$ cat src/design/qnorm_pkg.sv
// qnorm_pkg: shared widths, codes and reset values for the quaternion
// normalize unit. No dependencies.
package qnorm_pkg;
  localparam int CompW  = 24;
  localparam int OutW   = 16;
  localparam int SqW    = 2 * CompW - 1;
  localparam int SumW   = SqW + 2;
  localparam int AccW   = 82;
  localparam int NBits  = 15;
  localparam int Lanes  = 4;
  localparam int FracSh = 30;
  localparam int IdxW   = 8;
  localparam logic [CompW-1:0] LowReset  = 24'd41;
  localparam logic [CompW-1:0] HighReset = 24'd409600;
  localparam logic [OutW-1:0]  OneQ14    = 16'd16384;
  typedef enum logic [IdxW-1:0] {
    REG_LOW  = 8'd0,
    REG_HIGH = 8'd1
  } reg_idx_e;
  typedef logic signed [AccW-1:0] acc_t;
endpackage

$ cat src/design/qnorm_cell.sv
// qnorm_cell: one bit of the restoring scaled divide for one component.
// Depends on qnorm_pkg.
module qnorm_cell #(
  parameter int K = 0
) (
  input  logic                            clk_i,
  input  qnorm_pkg::acc_t                 p_i,
  input  qnorm_pkg::acc_t                 q_i,
  input  qnorm_pkg::acc_t                 s_i,
  input  qnorm_pkg::acc_t                 r_i,
  input  logic [qnorm_pkg::NBits-1:0]     n_i,
  output qnorm_pkg::acc_t                 p_o,
  output qnorm_pkg::acc_t                 q_o,
  output qnorm_pkg::acc_t                 s_o,
  output qnorm_pkg::acc_t                 r_o,
  output logic [qnorm_pkg::NBits-1:0]     n_o
);
  import qnorm_pkg::*;
  acc_t cand, p_d, q_d;
  logic [NBits-1:0] n_d;
  logic take;
  // (m + 2^(K+1))^2 S = m^2 S + 2^(K+2) m S + 2^(2K+2) S
  always_comb begin
    cand = p_i + (q_i <<< (K + 2)) + (s_i <<< (2 * K + 2));
    take = (cand <= r_i);
    p_d  = take ? cand : p_i;
    q_d  = take ? (q_i + (s_i <<< (K + 1))) : q_i;
    n_d  = n_i | (NBits'(take) << K);
  end
  always_ff @(posedge clk_i) begin
    p_o <= p_d;
    q_o <= q_d;
    s_o <= s_i;
    r_o <= r_i;
    n_o <= n_d;
  end
endmodule

$ cat config.mk
export PLATFORM = sky130hd
export DESIGN_NAME = qnorm_cell
export DESIGN_NICKNAME = d
export VERILOG_FILES = /design/src/design/qnorm_pkg.sv /design/src/design/qnorm_cell.sv
export SDC_FILE = /design/constraint.sdc
export NUM_CORES = 1
export LEC_CHECK = 0
export BUFFER_PORTS_ARGS = -buffer_cell sky130_fd_sc_hd__buf_2
export CAP_MARGIN = 20
export CORE_AREA = 2 2 264 266
export CTS_CLUSTER_SIZE = 8
export DETAILED_ROUTE_END_ITERATION = 8
export DIE_AREA = 0 0 266 268
export PLACE_DENSITY_LB_ADDON = 0.08
export REMOVE_ABC_BUFFERS = 1
export SETUP_SLACK_MARGIN = 0.05
export SYNTH_ARGS = -nofsm -noshare
export SYNTH_HDL_FRONTEND = slang
export SYNTH_SLANG_ARGS = --single-unit
$ cat constraint.sdc
create_clock -name clk_i -period 7.8 [get_ports clk_i]
set_input_delay 0 -clock clk_i [delete_from_list [all_inputs] [get_ports clk_i]]
set_output_delay 0 -clock clk_i [all_outputs]
set_load 0.01 [all_outputs]
==> flow_metrics.tcl <==
set metrics [dict create \
    root_buffer "clkbuf_16" \
    holdPathEnd "n_o[7]" \
    layout_commonest_cell "buf_2" \
    rsz0062_at_grt "no" \
    cp-start-kind "input pin" \
    place_ws_ns 0.289 \
    finalMaxSlewViolations 0 \
    initial_core_util_pct 32.1 \
    grt_usage_pct 26.6 \
    slew_headroom_pct 32.7 \
    power_frac_seq_pct 26.5 \
    postRouteAntennaNets 0 \
    crit_arrival_ns 7.79 \
    power_frac_comb_pct 51.4 \
    portBuffers 686 \
    grt_max_degree 81 \
    outcome "complete, no violations" \
    drive_gt1_share_pct 22.5 \
    die-area_um2 71300 \
    worst_slack_ns 0.461 \
    worstPathRequired_ns 8.25 \
    post-cts-setup-buffers 0 \
    place.gp.congestion 0.963 \
    path_max_fanout 36 \
    timing_worst_setup_path_type "in -> reg" \
    placed_cells 4038 \
    synth_cell_types 74 \
    max_cap_viol_count 0 \
    netlist_instances 2558 \
    layout_common_cells "687 x buf_2, 352 x nand2_1, 344 x dlygate4sd3_1, 343 x dfxtp_1, 290 x a21oi_1" \
    globalRoute.totalOverflow 0 \
    grt_pass1_wl_mm 144 \
    p_sw_share_pct 42.3 \
    synth_warnings 0 \
    clockPowerShare_pct 22.0 \
    yosys.area.top_type "dfxtp_1" \
    areaGrowthSynthToFinish_pct 42.0 \
    viasPerCell 5.17 \
    timing.final.hold_violations 0 \
    io_pins 687 \
    clkTransAtPathRegs_ns 0.05 \
    synth_area_leaders "dfxtp_1 31%, ha_1 14%, fa_1 7.4%, a21oi_1 6.6%, nand2_1 6.0%" \
    cp-end-kind "register" \
    antenna_cells 0 \
    drt-total-wl_mm 98.9 \
    stdcell_count 4446 \
    fin_nets 4219 \
    dpl.hpwl_mm 81.6 \
    rows 96 \
    hold_path_depth 2 \
    max_freq_mhz 136 \
    worst_hold_path_type "in -> reg" \
    p_int_mw 5.30 \
    ir_worst_vdd_uv 211 \
    antenna_found_initial 5 \
    ys_seq_area_share_pct 31.4 \
    wl_per_cell_um 22.2 \
    netlist_area_um2 21900 \
    p_sw_mw 3.88 \
    cts-buffers-inserted 50 \
    die-height_um 268 \
    clock_path_buffers 3 \
    setup_viol 0 \
    die_w_um 266 \
    min_period_over_period_pct 94.1 \
    p_per_area_nw_per_um2 295 \
    syn_avg_cell_area_um2 8.56 \
    first_global_vias 23500 \
    timing.hold.ws_ns 0.0663 \
    async_reset_ff_share_pct 0 \
    power_leakage_nw 14.8 \
    cts.sinks 343 \
    vias 23000 \
    fin_crit_ns 7.34 \
    holdCritStartpoint "n_i[7]" \
    cts-htree-levels 2 \
    first_pass_iters 5 \
    drtIter0Drc 1306 \
    coreArea_um2 68200 \
    tightestPinTransition_ns 0.996 \
    synth_top_area_share_pct 31.4 \
    ys.flop_type "dfxtp_1" \
    remaining_drc_errors 0 \
    ys_seq_elements 343 \
    cts_tree "done" \
    synth_edf_count 0 \
]
## cell type report
type                    instances  area, um2
inverters                     138        519
fillers                      6829      37100
repair buffers               1051       7100
well taps                     882       1100
multi-input cells            1970      14100
clock inverters                 3       68.8
clock buffers                  59       1320
flip-flops and latches        343       6870
## kinds of logic after synthesis
logic type               count (synthesis)  share of synthesized area (%)
AO/OA/AOI/OAI                          733                           20.7
XOR/XNOR                               154                           6.16
adder cells (fa/ha/maj)                321                           21.1
buffers and inverters                  245                           4.27
flip-flops                             343                           31.4
multiplexers                            19                          0.972
AND/OR/NAND/NOR                        743                           15.4
## flip-flops by register name, indices dropped and copies added, names as in the netlist
register / count
n_o: 15
p_o: 82
q_o: 82
s_o: 82
r_o: 82
## Yosys cell counts (5+ instances only)
| library cell | n |
|---|---|
| nand2_1 | 352 |
| dfxtp_1 | 343 |
| a21oi_1 | 290 |
| ha_1 | 240 |
| nor2_1 | 161 |
| inv_1 | 137 |
| o21ai_0 | 124 |
| clkbuf_1 | 100 |
| a21o_1 | 92 |
| xnor2_1 | 91 |
| fa_1 | 81 |
| nand4_1 | 76 |
| xor2_1 | 63 |
| o21bai_1 | 46 |
| nand3_1 | 32 |
| o21a_1 | 32 |
| a31oi_1 | 27 |
| nor3_1 | 27 |
| mux2_2 | 18 |
| nand2b_1 | 16 |
| nor4_1 | 14 |
| a21boi_0 | 13 |
| nor2b_1 | 13 |
| o211ai_1 | 13 |
| a211oi_1 | 12 |
| and3_1 | 12 |
| o31ai_1 | 11 |
| a2111oi_0 | 8 |
| and2_1 | 7 |
| and4_1 | 7 |
| o221ai_1 | 6 |
| or2_2 | 6 |
| a221o_1 | 5 |
| o41ai_1 | 5 |
## critical path, stage by stage
cell and delay [ns]:
dlygate4sd3_1 0.53, buf_2 0.15, fa_1 0.53, ha_2 0.46, nand4_4 0.13, or4_4 0.52, a21oi_2 0.17, a21o_2 0.18
a21oi_2 0.10, o31a_1 0.41, o311a_1 0.41, or3_4 0.40, or4b_1 0.47, a31oi_1 0.20, nor2_1 0.08, ha_1 0.30
nand4_1 0.11, or2_2 0.34, nor2_1 0.21, nand4_1 0.20, a21o_1 0.22, o211ai_1 0.09, nor2_1 0.10, mux2_8 0.39
buf_16 0.24, nand2_1 0.09, xnor2_1 0.13, dlygate4sd3_1 0.56
## worst max-delay path by stage
| stage | from | end | slack, ns | cells past startpoint |
|---|---|---|---|---|
| global route | q_i[1] | q_o[81] | 0.08 | 33 |
| CTS | p_i[10] | p_o[11] | 0.34 | 26 |
| finish | p_i[10] | q_o[81] | 0.46 | 28 |
| detailed placement | p_i[10] | p_o[11] | 0.29 | 25 |
| global placement | p_i[10] | p_o[11] | 0.43 | 25 |
| floorplan | p_i[11] | q_o[76] | -1.28 | 25 |
## through the flow
step / util (%) / total power, mW / TNS, ns / area (um2)
after global routing: 45.6 / 9.80 / 0 / 31100
final: 45.6 / 9.18 / 0 / 31100
after global placement: 38.4 / 6.96 / 0 / 26200
after detailed placement: 38.4 / 6.95 / 0 / 26200
after CTS: 45.5 / 9.16 / 0 / 31000
after floorplan: - / 5.11 / -71.92 / 21500
## power by group through the flow
stage                     Sequential, mW  Clock, mW  Combinational [mW]
after global placement              2.47          0                4.49
after floorplan                     2.70          0                2.42
after detailed placement            2.46          0                4.49
after global routing                2.47       2.14                5.18
after CTS                           2.44       2.07                4.66
final                               2.44       2.02                4.72
## metal layers
metal,vias up,track usage [%],wire length (um)
li1,11000,-,-
met4,2,7.11,2710
met5,-,0,16
met3,154,4.66,5870
met1,11000,33.8,42200
met2,865,46.4,48100
## repair_timing
action | 4_1_cts | 5_1_grt
setup endpoints to repair | 0 | 5
hold buffers | 344 | 0
hold endpoints to repair | 343 | 0
resized for setup | 0 | 5
(Power assumes the default switching activity.)
